## src/hdl/l2cop_pkg.sv

```systemverilog
// ----------------------------------------------------------------------------
// L2CAP configuration option parser: shared package
// Option codes, expected lengths, result kinds, parser phases and the
// control-state and result records that pass between the parser modules.
// ----------------------------------------------------------------------------
`default_nettype none

package l2cop_pkg;

  // Option type codes and the payload lengths that the standard fixes.
  localparam logic [7:0] TYPE_MTU       = 8'd1;
  localparam logic [7:0] TYPE_FLUSH     = 8'd2;
  localparam logic [7:0] TYPE_RETX_FLOW = 8'd4;
  localparam logic [7:0] TYPE_FCS       = 8'd5;

  localparam logic [7:0] LEN_MTU        = 8'd2;
  localparam logic [7:0] LEN_FLUSH      = 8'd2;
  localparam logic [7:0] LEN_RETX_FLOW  = 8'd9;
  localparam logic [7:0] LEN_FCS        = 8'd1;

  // Bit 7 of the type byte marks an option as a hint.
  localparam logic [7:0] HINT_MASK      = 8'h80;

  // Number of payload bytes that are kept for decoding.
  localparam int unsigned PAY_DEPTH     = 9;
  localparam int unsigned PAY_IDX_W     = $clog2(PAY_DEPTH);

  typedef enum logic [2:0] {
    KIND_NONE      = 3'd0,
    KIND_MTU       = 3'd1,
    KIND_FLUSH     = 3'd2,
    KIND_RETX_FLOW = 3'd3,
    KIND_FCS       = 3'd4,
    KIND_KEPT      = 3'd5,
    KIND_HINT      = 3'd6
  } kind_t;

  typedef enum logic [1:0] {
    PH_TYPE = 2'd0,
    PH_LEN  = 2'd1,
    PH_PAY  = 2'd2
  } phase_t;

  typedef logic [PAY_DEPTH-1:0][7:0] pay_bytes_t;

  // Parser control state.
  typedef struct packed {
    phase_t     phase;
    logic [7:0] held_type;
    logic [7:0] held_length;
    logic [7:0] payload_count;
    logic       error_seen;
  } parse_state_t;

  // One result word.
  typedef struct packed {
    logic [2:0]  option_kind;
    logic [7:0]  option_type;
    logic [7:0]  option_length;
    logic [7:0]  flow_mode;
    logic [7:0]  tx_window;
    logic [7:0]  retx_limit;
    logic [15:0] word_first;
    logic [15:0] word_second;
    logic [15:0] word_third;
    logic        status;
    logic        payload_end;
  } result_t;

  // Kind that a type byte decodes to.
  function automatic kind_t opt_kind(input logic [7:0] t);
    kind_t k;
    case (t)
      TYPE_MTU:       k = KIND_MTU;
      TYPE_FLUSH:     k = KIND_FLUSH;
      TYPE_RETX_FLOW: k = KIND_RETX_FLOW;
      TYPE_FCS:       k = KIND_FCS;
      default:        k = ((t & HINT_MASK) != 8'h00) ? KIND_HINT : KIND_KEPT;
    endcase
    return k;
  endfunction

  // Required payload length of a known type; zero for any other type.
  function automatic logic [7:0] opt_need(input logic [7:0] t);
    logic [7:0] n;
    case (t)
      TYPE_MTU:       n = LEN_MTU;
      TYPE_FLUSH:     n = LEN_FLUSH;
      TYPE_RETX_FLOW: n = LEN_RETX_FLOW;
      TYPE_FCS:       n = LEN_FCS;
      default:        n = 8'd0;
    endcase
    return n;
  endfunction

endpackage

`default_nettype wire

```

## src/hdl/l2cop_in_if.sv

```systemverilog
// ----------------------------------------------------------------------------
// L2CAP configuration option parser: input channel
// Valid/ready channel that carries one payload byte and its end marker.
// ----------------------------------------------------------------------------
`default_nettype none

interface l2cop_in_if;
  logic       valid;
  logic       ready;
  logic [7:0] data_byte;
  logic       last_byte;

  modport source (output valid, output data_byte, output last_byte, input ready);
  modport sink   (input valid, input data_byte, input last_byte, output ready);
endinterface

`default_nettype wire

```

## src/hdl/l2cop_out_if.sv

```systemverilog
// ----------------------------------------------------------------------------
// L2CAP configuration option parser: result channel
// Valid/ready channel that carries one decoded option or error report.
// ----------------------------------------------------------------------------
`default_nettype none

interface l2cop_out_if;
  logic        valid;
  logic        ready;
  logic [2:0]  option_kind;
  logic [7:0]  option_type;
  logic [7:0]  option_length;
  logic [7:0]  flow_mode;
  logic [7:0]  tx_window;
  logic [7:0]  retx_limit;
  logic [15:0] word_first;
  logic [15:0] word_second;
  logic [15:0] word_third;
  logic        status;
  logic        payload_end;

  modport source (
    output valid, output option_kind, output option_type, output option_length,
    output flow_mode, output tx_window, output retx_limit, output word_first,
    output word_second, output word_third, output status, output payload_end,
    input ready
  );
  modport sink (
    input valid, input option_kind, input option_type, input option_length,
    input flow_mode, input tx_window, input retx_limit, input word_first,
    input word_second, input word_third, input status, input payload_end,
    output ready
  );
endinterface

`default_nettype wire

```

## src/hdl/l2cop_step.sv

```systemverilog
// ----------------------------------------------------------------------------
// L2CAP configuration option parser: byte step
// Combinational next-state and result logic for one accepted payload byte.
// ----------------------------------------------------------------------------
`default_nettype none

module l2cop_step (
  input  var l2cop_pkg::parse_state_t st,
  input  var l2cop_pkg::pay_bytes_t   pay,
  input  wire logic [7:0]             data_byte,
  input  wire logic                   last_byte,
  output l2cop_pkg::parse_state_t     st_nxt,
  output l2cop_pkg::pay_bytes_t       pay_nxt,
  output logic                        res_vld,
  output l2cop_pkg::result_t          res
);

  logic [7:0] need;
  logic [7:0] cnt_inc;

  // Result for a completed option, taken from the type, length and bytes.
  function automatic l2cop_pkg::result_t build_option(
    input logic [7:0]            t,
    input logic [7:0]            len,
    input l2cop_pkg::pay_bytes_t pb,
    input logic                  last
  );
    l2cop_pkg::result_t r;
    l2cop_pkg::kind_t   k;
    r = '0;
    k = l2cop_pkg::opt_kind(t);
    r.option_kind   = k;
    r.option_type   = t;
    r.option_length = len;
    case (k)
      l2cop_pkg::KIND_MTU, l2cop_pkg::KIND_FLUSH: begin
        r.word_first = {pb[1], pb[0]};
      end
      l2cop_pkg::KIND_RETX_FLOW: begin
        r.flow_mode    = pb[0];
        r.tx_window    = pb[1];
        r.retx_limit   = pb[2];
        r.word_first   = {pb[4], pb[3]};
        r.word_second  = {pb[6], pb[5]};
        r.word_third   = {pb[8], pb[7]};
      end
      l2cop_pkg::KIND_FCS: begin
        r.word_first = {8'h00, pb[0]};
      end
      default: begin
      end
    endcase
    r.status      = 1'b0;
    r.payload_end = last;
    return r;
  endfunction

  assign need    = l2cop_pkg::opt_need(st.held_type);
  assign cnt_inc = 8'(st.payload_count + 8'd1);

  // One parse step. An option completion, or an error at the payload end, clears
  // the option context; a malformed option that is not at the end sets the error flag.
  always_comb begin
    st_nxt  = st;
    pay_nxt = pay;
    res_vld = 1'b0;
    res     = '0;

    if (st.error_seen) begin
      if (last_byte) begin
        res_vld         = 1'b1;
        res.status      = 1'b1;
        res.payload_end = 1'b1;
        st_nxt          = '0;
      end
    end else begin
      case (st.phase)
        l2cop_pkg::PH_LEN: begin
          st_nxt.held_length   = data_byte;
          st_nxt.payload_count = 8'd0;
          if (need != 8'd0 && data_byte != need) begin
            res_vld         = 1'b1;
            res.status      = 1'b1;
            res.payload_end = last_byte;
            if (last_byte) begin
              st_nxt = '0;
            end else begin
              st_nxt.error_seen = 1'b1;
            end
          end else if (data_byte == 8'd0) begin
            res_vld = 1'b1;
            res     = build_option(st.held_type, data_byte, pay, last_byte);
            st_nxt  = '0;
          end else if (last_byte) begin
            res_vld         = 1'b1;
            res.status      = 1'b1;
            res.payload_end = 1'b1;
            st_nxt          = '0;
          end else begin
            st_nxt.phase = l2cop_pkg::PH_PAY;
          end
        end

        l2cop_pkg::PH_PAY: begin
          // Only the first bytes of a payload are kept.
          if (st.payload_count < 8'(l2cop_pkg::PAY_DEPTH)) begin
            pay_nxt[st.payload_count[l2cop_pkg::PAY_IDX_W-1:0]] = data_byte;
          end
          st_nxt.payload_count = cnt_inc;
          if (cnt_inc >= st.held_length) begin
            res_vld = 1'b1;
            res     = build_option(st.held_type, st.held_length, pay_nxt, last_byte);
            st_nxt  = '0;
          end else if (last_byte) begin
            res_vld         = 1'b1;
            res.status      = 1'b1;
            res.payload_end = 1'b1;
            st_nxt          = '0;
          end
        end

        default: begin
          // Type byte; an unused phase code is handled the same way.
          st_nxt.phase         = l2cop_pkg::PH_LEN;
          st_nxt.held_type     = data_byte;
          st_nxt.held_length   = 8'd0;
          st_nxt.payload_count = 8'd0;
          if (last_byte) begin
            res_vld         = 1'b1;
            res.status      = 1'b1;
            res.payload_end = 1'b1;
            st_nxt          = '0;
          end
        end
      endcase
    end
  end

endmodule

`default_nettype wire

```

## src/hdl/l2cap_config_option_parser.sv

```systemverilog
// ----------------------------------------------------------------------------
// L2CAP configuration option parser: top level
// Parses an L2CAP configuration options payload, one byte per word, into
// decoded option reports and malformed-payload reports.
// ----------------------------------------------------------------------------
// Usage:
//   in_ch carries one payload byte per word with last_byte set on the final
//   byte of a payload. out_ch carries zero or one report per input word: a
//   decoded option when its last byte arrives, or an error report (status 1)
//   for a known option with the wrong length, or for a payload that ends in
//   the middle of an option. After an error, bytes are swallowed until the
//   last one, which yields a closing error report with payload_end set.
//   A report appears on out_ch in the cycle after the byte that completes it
//   is accepted. Throughput: one byte per cycle unless stalled; the parse
//   step is one layer of logic into the parser state and result register.
//   Stalls: in_ch.ready stays high while the result register is empty or
//   being drained, so a stalled receiver holds back input only while a
//   report waits in the result register.
//   Reset: synchronous, active low; the parser returns to expecting a type
//   byte and the result register empties. No clearing pass is needed.
// ----------------------------------------------------------------------------
`default_nettype none

module l2cap_config_option_parser (
  input wire logic   clk,
  input wire logic   rst_n,
  l2cop_in_if.sink   in_ch,
  l2cop_out_if.source out_ch
);

  l2cop_pkg::parse_state_t st_r;
  l2cop_pkg::parse_state_t st_nxt;
  l2cop_pkg::pay_bytes_t   pay_r;
  l2cop_pkg::pay_bytes_t   pay_nxt;
  l2cop_pkg::result_t      out_r;
  l2cop_pkg::result_t      res;
  logic                    out_valid_r;
  logic                    res_vld;
  logic                    in_fire;
  logic                    out_fire;

  assign in_ch.ready = !out_valid_r || out_ch.ready;
  assign in_fire     = in_ch.valid && in_ch.ready;
  assign out_fire    = out_valid_r && out_ch.ready;

  // Next state and result for the byte on the input channel.
  l2cop_step u_step (
    .st        (st_r),
    .pay       (pay_r),
    .data_byte (in_ch.data_byte),
    .last_byte (in_ch.last_byte),
    .st_nxt    (st_nxt),
    .pay_nxt   (pay_nxt),
    .res_vld   (res_vld),
    .res       (res)
  );

  // Parser control state.
  always_ff @(posedge clk) begin
    if (!rst_n) begin
      st_r <= '0;
    end else if (in_fire) begin
      st_r <= st_nxt;
    end
  end

  // Kept payload bytes; only bytes of the current option are ever read.
  always_ff @(posedge clk) begin
    if (in_fire) begin
      pay_r <= pay_nxt;
    end
  end

  // Result register.
  always_ff @(posedge clk) begin
    if (!rst_n) begin
      out_valid_r <= 1'b0;
    end else if (in_fire) begin
      out_valid_r <= res_vld;
    end else if (out_fire) begin
      out_valid_r <= 1'b0;
    end
  end

  always_ff @(posedge clk) begin
    if (in_fire && res_vld) begin
      out_r <= res;
    end
  end

  assign out_ch.valid         = out_valid_r;
  assign out_ch.option_kind   = out_r.option_kind;
  assign out_ch.option_type   = out_r.option_type;
  assign out_ch.option_length = out_r.option_length;
  assign out_ch.flow_mode     = out_r.flow_mode;
  assign out_ch.tx_window     = out_r.tx_window;
  assign out_ch.retx_limit    = out_r.retx_limit;
  assign out_ch.word_first    = out_r.word_first;
  assign out_ch.word_second   = out_r.word_second;
  assign out_ch.word_third    = out_r.word_third;
  assign out_ch.status        = out_r.status;
  assign out_ch.payload_end   = out_r.payload_end;

`ifndef ASSERT_OFF
  // An error report carries no option kind.
  a_err_no_kind: assert property (@(posedge clk) disable iff (!rst_n)
    out_valid_r && out_r.status |-> out_r.option_kind == l2cop_pkg::KIND_NONE)
    else $error("error report carries an option kind");

  // A good report always names a kind.
  a_ok_has_kind: assert property (@(posedge clk) disable iff (!rst_n)
    out_valid_r && !out_r.status |-> out_r.option_kind != l2cop_pkg::KIND_NONE)
    else $error("good report without option kind");

  // The last byte of a payload always leaves the parser fresh.
  a_last_clears: assert property (@(posedge clk) disable iff (!rst_n)
    in_fire && in_ch.last_byte |=> st_r.phase == l2cop_pkg::PH_TYPE && !st_r.error_seen)
    else $error("parser not cleared after last byte");

  // Inside a payload the byte count stays below the option length.
  a_count_bound: assert property (@(posedge clk) disable iff (!rst_n)
    st_r.phase == l2cop_pkg::PH_PAY |-> st_r.payload_count < st_r.held_length)
    else $error("payload count reached option length");
`endif

endmodule

`default_nettype wire
```

## src/flat_wrapper.sv

```systemverilog
// flat-port wrapper written by rule: the top's interface ports become plain ports
module l2cap_config_option_parser_flat 
  (clk, rst_n, in_ch_valid, in_ch_data_byte, in_ch_last_byte, in_ch_ready, out_ch_valid, out_ch_option_kind, out_ch_option_type, out_ch_option_length, out_ch_flow_mode, out_ch_tx_window, out_ch_retx_limit, out_ch_word_first, out_ch_word_second, out_ch_word_third, out_ch_status, out_ch_payload_end, out_ch_ready);
  l2cop_in_if in_ch_i ();
  l2cop_out_if out_ch_i ();
  input wire logic clk;
  input wire logic rst_n;
  input wire logic [$bits(in_ch_i.valid)-1:0] in_ch_valid;
  input wire logic [$bits(in_ch_i.data_byte)-1:0] in_ch_data_byte;
  input wire logic [$bits(in_ch_i.last_byte)-1:0] in_ch_last_byte;
  output wire logic [$bits(in_ch_i.ready)-1:0] in_ch_ready;
  output wire logic [$bits(out_ch_i.valid)-1:0] out_ch_valid;
  output wire logic [$bits(out_ch_i.option_kind)-1:0] out_ch_option_kind;
  output wire logic [$bits(out_ch_i.option_type)-1:0] out_ch_option_type;
  output wire logic [$bits(out_ch_i.option_length)-1:0] out_ch_option_length;
  output wire logic [$bits(out_ch_i.flow_mode)-1:0] out_ch_flow_mode;
  output wire logic [$bits(out_ch_i.tx_window)-1:0] out_ch_tx_window;
  output wire logic [$bits(out_ch_i.retx_limit)-1:0] out_ch_retx_limit;
  output wire logic [$bits(out_ch_i.word_first)-1:0] out_ch_word_first;
  output wire logic [$bits(out_ch_i.word_second)-1:0] out_ch_word_second;
  output wire logic [$bits(out_ch_i.word_third)-1:0] out_ch_word_third;
  output wire logic [$bits(out_ch_i.status)-1:0] out_ch_status;
  output wire logic [$bits(out_ch_i.payload_end)-1:0] out_ch_payload_end;
  input wire logic [$bits(out_ch_i.ready)-1:0] out_ch_ready;
  assign in_ch_i.valid = in_ch_valid;
  assign in_ch_i.data_byte = in_ch_data_byte;
  assign in_ch_i.last_byte = in_ch_last_byte;
  assign in_ch_ready = in_ch_i.ready;
  assign out_ch_valid = out_ch_i.valid;
  assign out_ch_option_kind = out_ch_i.option_kind;
  assign out_ch_option_type = out_ch_i.option_type;
  assign out_ch_option_length = out_ch_i.option_length;
  assign out_ch_flow_mode = out_ch_i.flow_mode;
  assign out_ch_tx_window = out_ch_i.tx_window;
  assign out_ch_retx_limit = out_ch_i.retx_limit;
  assign out_ch_word_first = out_ch_i.word_first;
  assign out_ch_word_second = out_ch_i.word_second;
  assign out_ch_word_third = out_ch_i.word_third;
  assign out_ch_status = out_ch_i.status;
  assign out_ch_payload_end = out_ch_i.payload_end;
  assign out_ch_i.ready = out_ch_ready;
  l2cap_config_option_parser u_core (.clk(clk), .rst_n(rst_n), .in_ch(in_ch_i), .out_ch(out_ch_i));
endmodule
```

## config.mk

```make
export PLATFORM = sky130hd
export DESIGN_NAME = l2cap_config_option_parser_flat
export DESIGN_NICKNAME = d
export VERILOG_FILES = /design/src/hdl/l2cop_pkg.sv /design/src/hdl/l2cop_in_if.sv /design/src/hdl/l2cop_out_if.sv /design/src/hdl/l2cop_step.sv /design/src/hdl/l2cap_config_option_parser.sv /design/src/flat_wrapper.sv
export SDC_FILE = /design/constraint.sdc
export NUM_CORES = 1
export LEC_CHECK = 0
export ABC_CLOCK_PERIOD_IN_PS = 10200
export BUFFER_PORTS_ARGS = -buffer_cell sky130_fd_sc_hd__buf_4
export CELL_PAD_IN_SITES_DETAIL_PLACEMENT = 1
export CELL_PAD_IN_SITES_GLOBAL_PLACEMENT = 2
export CORE_AREA = 4 4 178 137
export DETAILED_ROUTE_END_ITERATION = 7
export DIE_AREA = 0 0 182 141
export HOLD_SLACK_MARGIN = 0.15
export PLACE_DENSITY_LB_ADDON = 0.1
export SLEW_MARGIN = 20
export SYNTH_ARGS = -nofsm -noshare
export SYNTH_HDL_FRONTEND = slang
export SYNTH_SLANG_ARGS = --single-unit
```

## constraint.sdc

```tcl
create_clock -name clk -period 10.2 [get_ports clk]
set_clock_uncertainty 0.05 [all_clocks]
set_input_delay 1.02 -clock clk [delete_from_list [all_inputs] [get_ports clk]]
set_output_delay 1.02 -clock clk [all_outputs]
set_load 0.05 [all_outputs]
```

# Word level (Yosys, flattened, before mapping)
# Cells that the tools add are included.
[classes] addsub=1 n_lt_le_gt_ge=4 n_eq_ne=19 muxes=50 n_bitwise=1 n_reduce_logical=18
[ops] cell="91-bit 2-to-1 mux" count=3
[ops] cell="91-bit case mux with 2 select lines" count=1
[ops] cell="27-bit 2-to-1 mux" count=6
[ops] cell="16-bit case mux with 3 select lines" count=2
[ops] cell="72-bit bitwise mux" count=1
[ops] cell="72-bit 2-to-1 mux" count=1
[ops] cell="32-bit 2-to-1 mux" count=2
[ops] cell="27-bit case mux with 2 select lines" count=1
[ops] cell="26-bit 2-to-1 mux" count=2
[ops] cell="24-bit 2-to-1 mux" count=2
[ops] cell="8-bit demux with 4-bit select" count=1
[ops] cell="25-bit 2-to-1 mux" count=1
[ops] cell="3-bit 2-to-1 mux" count=7
[ops] cell="8-bit by 3-bit equality test with 1-bit output, second input constant" count=2
[ops] cell="2-bit 2-to-1 mux" count=7
[ops] cell="3-bit by 2-bit equality test with 1-bit output, second input constant" count=4
[ops] cell="3-bit case mux with 4 select lines" count=1
[ops] cell="4-bit case mux with 3 select lines" count=1
[ops] cell="3-bit inequality test, second input constant" count=3
[ops] cell="8-bit by 1-bit adder with 8-bit output, second input constant" count=1
[ops] cell="8-bit by 1-bit equality test with 1-bit output, second input constant" count=1
[ops] cell="8-bit by 2-bit equality test with 1-bit output, second input constant" count=1
[ops] cell="8-bit >= comparator" count=1
[ops] cell="8-bit logical NOT" count=1
[ops] cell="other kinds (24)" count=40
[word_totals] regBits=193 inputBits=13 output_inout_bits=95 elab_cells=119

# Depth between registers and ports, before layout
[depth] word_depth=14 depth_mapped=13 mapped_depth_nobuf=11

# Cells and area by module
# From an unflattened synthesis, not the netlist that was laid out.
[unflattened] cells_unflattened=808 area_unflattened_um2=9646.8
[modules_own_cells] mod="l2cap_config_option_parser" instances=1 cells_each=288 area_each_um2=6113.4 seq_area_each_um2=5515.3
[modules_own_cells] mod="l2cop_step" instances=1 cells_each=520 area_each_um2=3533.4 seq_area_each_um2=0.0

# Least setup slack after synthesis
# OpenSTA, ideal clock, no wires.
[synth_path] path_kind="register to register" start="register u_core.st_r[1] (netlist name)" end="register u_core.out_r, in the netlist u_core.out_ch.flow_mode[0] (enable)" setup_time_ps=575 arrival_time_ps=6701 required_ps=9575 setup_slack_ps=2873 path_stages_with_launch=12 path_buffers=1 period_less_slack_ps=7327 cell_sequence="dfxtp_1 > ha_1 > nand3_1 > nor2_1 > xor2_1 > ha_1 > o2111ai_1 > o21a_1 > clkbuf_1 > nor2_1 > a21oi_1 > a21oi_1"
[synth_via] elab_chain_len=6
[synth_rtl] element="start: declaration" line="l2cap_config_option_parser.sv:31" source="l2cop_pkg::parse_state_t st_r;"
[synth_rtl] element="start signal: assignment" line="l2cap_config_option_parser.sv:63" source="st_r <= st_nxt;"
[synth_rtl] element="8-bit by 1-bit adder with 8-bit output" line="l2cop_step.sv:59" source="assign cnt_inc = 8'(st.payload_count + 8'd1);"
[synth_rtl] element="8-bit >= comparator" line="l2cop_step.sv:110" source="if (cnt_inc >= st.held_length) begin"
[synth_rtl] element="1-bit 2-to-1 mux" line="l2cop_step.sv:110"
[synth_rtl] element="1-bit case mux with 2 select lines" line="l2cop_step.sv:77" source="case (st.phase)"
[synth_rtl] element="1-bit 2-to-1 mux" line="l2cop_step.sv:69" source="if (st.error_seen) begin"
[synth_rtl] element="1-bit logical AND" line="l2cap_config_option_parser.sv:86" source="if (in_fire && res_vld) begin"
[synth_rtl] element="end signal: assignment" line="l2cap_config_option_parser.sv:87" source="out_r <= res;"
[synth_rtl] element="end: declaration" line="l2cap_config_option_parser.sv:35" source="l2cop_pkg::result_t out_r;"
# Every way passes these cells.
# A chain may end at the register's enable or synchronous reset.

# Worst setup path after layout
[layout_path] start="register u_core.st_r[1] (netlist name)" end="register u_core.out_r, in the netlist u_core.out_ch.option_type[1] (enable)"
# The elaborated chain is that of the path after synthesis.

==> reports/qor.yml <==
synthTopCellsByArea: "edfxtp_1 58%, mux2_2 6.9%, dfxtp_1 6.6%, and3_1 3.9%, ha_1 2.2%"
post-route-drc-count: 0
die_w_um: 182
cts.clk_slew.worst_paths_ns: 0.07
clk-insertion-delay-late_ns: 0.44
cp.arrival_ns: 4.23
worstMarginPinSlew_ns: 1.03
cts_buffers: 17
drive_gt1_frac: 0.290
grt_start_max_net_pins: 73
fmax_mhz: 237
post_cts_buffers: 0
grtUsageTotal: 0.175
dieArea_um2: 25700
avgSynthCellArea_um2: 13.4
post_cts_resized: 0
ys_top_cells_by_count: "165 x edfxtp_1, 53 x and3_1, 52 x mux2_2, 44 x nor2_1, 32 x inv_1"
finalNonFillerCells: 1042
finalSetupViolCount: 0
worstPathRequired_ns: 10.21
synth_top_area_frac: 0.584
cts_hold_buf: 0
cts_tree: "yes"
layout_min_cycle_time_ns: 4.22
yosysMostFrequentCell: "edfxtp_1"
hold_path_class: "flip-flop to flip-flop"
synth_flop_cell: "edfxtp_1"
gp_congestion: 0.764
synth_fp_nets: 660
routed_wl_mm: 22.0
crit_path_start: "u_core.st_r[1]"
diodes: 0
num_io_pins: 108
cts-htree-levels: 4
start_util: 0.375
portBuffers: 107
synth_cell_types: 57
area_growth_pct: 20.1
slew_headroom: 0.313
finalCritPeriodShare: 0.414
clkSinkCount: 193
postRouteAntennaNets: 0
synth_edf_count: 165
vdd_drop_max_uv: 129
hp-start: "u_core.st_r[12]"
dp_hpwl_mm: 14.8
setup_ws_ns: 5.98
core_region_area_um2: 22600
slew_violations: 0
wire_per_inst_um: 21.1
die_y_um: 141
cts_buffer_depth: 2
post-route-cell-area_um2: 10200
whs_ns: 0.424
maxCapViolations: 0
reg2reg_from: "u_core.st_r[1]"
synth_area_leader_cell: "edfxtp_1"
synth_warnings: 0
clock-root-buffer: "clkbuf_16"
p_leak_uw: 0.00402
cp_max_fo: 61
power.density_nw_per_um2: 165
finalSetupTns_ns: 0
finalHoldViolCount: 0
drt_first_pass_iters: 5
vias: 5501
async_flop_share: 0
grt_pass1_wl_mm: 34.6
ys_seq_elements: 193
rsz0062_at_grt: "no"
critPathKind: "flip-flop to flip-flop"
worst_setup_path_end_kind: "flip-flop"
dpl_cell_area_um2: 9560
drt_iter0_markers: 318
status: "finished clean"
antenna_found_initial: 0
pre_cts_slack_ns: 5.55
ys_seq_area_frac: 0.650
grt_overflow: 0
std_cell_rows: 48
viasPerCell: 5.28
netlist_area_um2: 8480
num-nets-final: 757
synthCells: 632
start_kind: "flip-flop"
post-place-cells: 1009
grt_pass1_vias: 5789
==> cells in the final DEF (no fill, tap or decap), types with 4 or more instances in the layout <==
cell | netlist | routed
buf_4 | 1 | 111
a21oi_1 | 11 | 10
edfxtp_1 | 165 | 165
inv_1 | 32 | 32
a32o_1 | 4 | 4
dfxtp_1 | 28 | 28
nand2_2 | 4 | 4
nor2_1 | 44 | 43
a21o_1 | 4 | 4
nor3_1 | 10 | 10
and2_1 | 7 | 7
xnor2_1 | 4 | 4
a211oi_1 | 9 | 9
a2bb2oi_1 | 8 | 8
a22o_1 | 8 | 8
and3_1 | 53 | 52
nor2b_1 | 5 | 5
mux2i_1 | 17 | 17
nand3_1 | 16 | 16
nand2_1 | 31 | 31
a21boi_0 | 10 | 10
inv_6 | 0 | 5
o21ai_0 | 11 | 11
nand2b_1 | 5 | 5
ha_1 | 15 | 15
mux2_2 | 52 | 52
clkbuf_16 | 0 | 17
o21a_1 | 4 | 4
==> sequential cells by signal, summed over array words and instances (netlist names) <==
| name | count |
|---|---|
| u_core.out_ch.flow_mode | 8 |
| u_core.out_ch.option_kind | 3 |
| u_core.out_ch.option_length | 8 |
| u_core.out_ch.option_type | 8 |
| u_core.out_ch.payload_end | 1 |
| u_core.out_ch.retx_limit | 8 |
| u_core.out_ch.status | 1 |
| u_core.out_ch.tx_window | 8 |
| u_core.out_ch.valid | 1 |
| u_core.out_ch.word_first | 16 |
| u_core.out_ch.word_second | 16 |
| u_core.out_ch.word_third | 16 |
| u_core.pay_r | 72 |
| u_core.st_r | 27 |
==> logic make-up (layout without fill, tap and decap cells) <==
kind of cell	count (synthesis)	after routing	synth area share
buffers and inverters	66	176	0.0313
adder cells (fa/ha/maj)	15	15	0.0221
AO/OA/AOI/OAI	85	85	0.0745
XOR/XNOR	7	7	0.00723
flip-flops	193	193	0.650
AND/OR/NAND/NOR	197	197	0.125
multiplexers	69	69	0.0891
==> stage by stage <==
stage	utilization	power [uW]
detailed placement	0.422	1010
CTS	0.448	1700
finish	0.450	1680
global route	0.450	1740
floorplan	-	971
global placement	0.422	1010
==> path summary, 6_finish.rpt <==
| path | to | slack, ns | cells past startpoint |
|---|---|---|---|
| max reg2reg | u_core.out_ch.option_type[1] | 5.98 | 12 |
| max | u_core.out_ch.option_type[1] | 5.98 | 12 |
| min reg2reg | u_core.st_r[12] | 0.42 | 2 |
| min | u_core.st_r[12] | 0.42 | 2 |
==> report_power, final <==
| group | switching, uW | leakage [uW] | total [uW] | internal [uW] |
|---|---|---|---|---|
| logic | 91.2 | 0.00195 | 123 | 31.8 |
| registers | 7.00 | 0.00177 | 871 | 864 |
| clock network | 320 | 0.000299 | 691 | 370 |
| total | 418 | 0.00402 | 1680 | 1270 |
==> critical path: stages, from the launching register on <==
cell       delay (ns)
dfxtp_1          0.46
ha_1             0.31
nand3_1          0.19
nor2_1           0.18
xor2_1           0.10
ha_1             0.31
o2111ai_1        0.18
o21a_1           0.45
nor2_2           0.21
a21oi_1          0.08
a21oi_4          0.39
buf_16           0.23
buf_4            0.62
==> final cells by class <==
type	instances	area [um^2]
clock buffers	17	425
inverters	32	120
well taps	300	375
flip-flops and latches	193	5520
repair buffers	112	861
fillers	2340	12500
clock inverters	15	170
multi-input cells	373	2710
==> routing by layer <==
metal,vias to the layer above,track usage,wire [um]
li1,2548,-,-
met2,125,0.272,10200
met1,2816,0.254,10800
met4,0,0.0379,170
met5,-,0,0
met3,12,0.0377,880
Power figures use the tool's default switching activity.
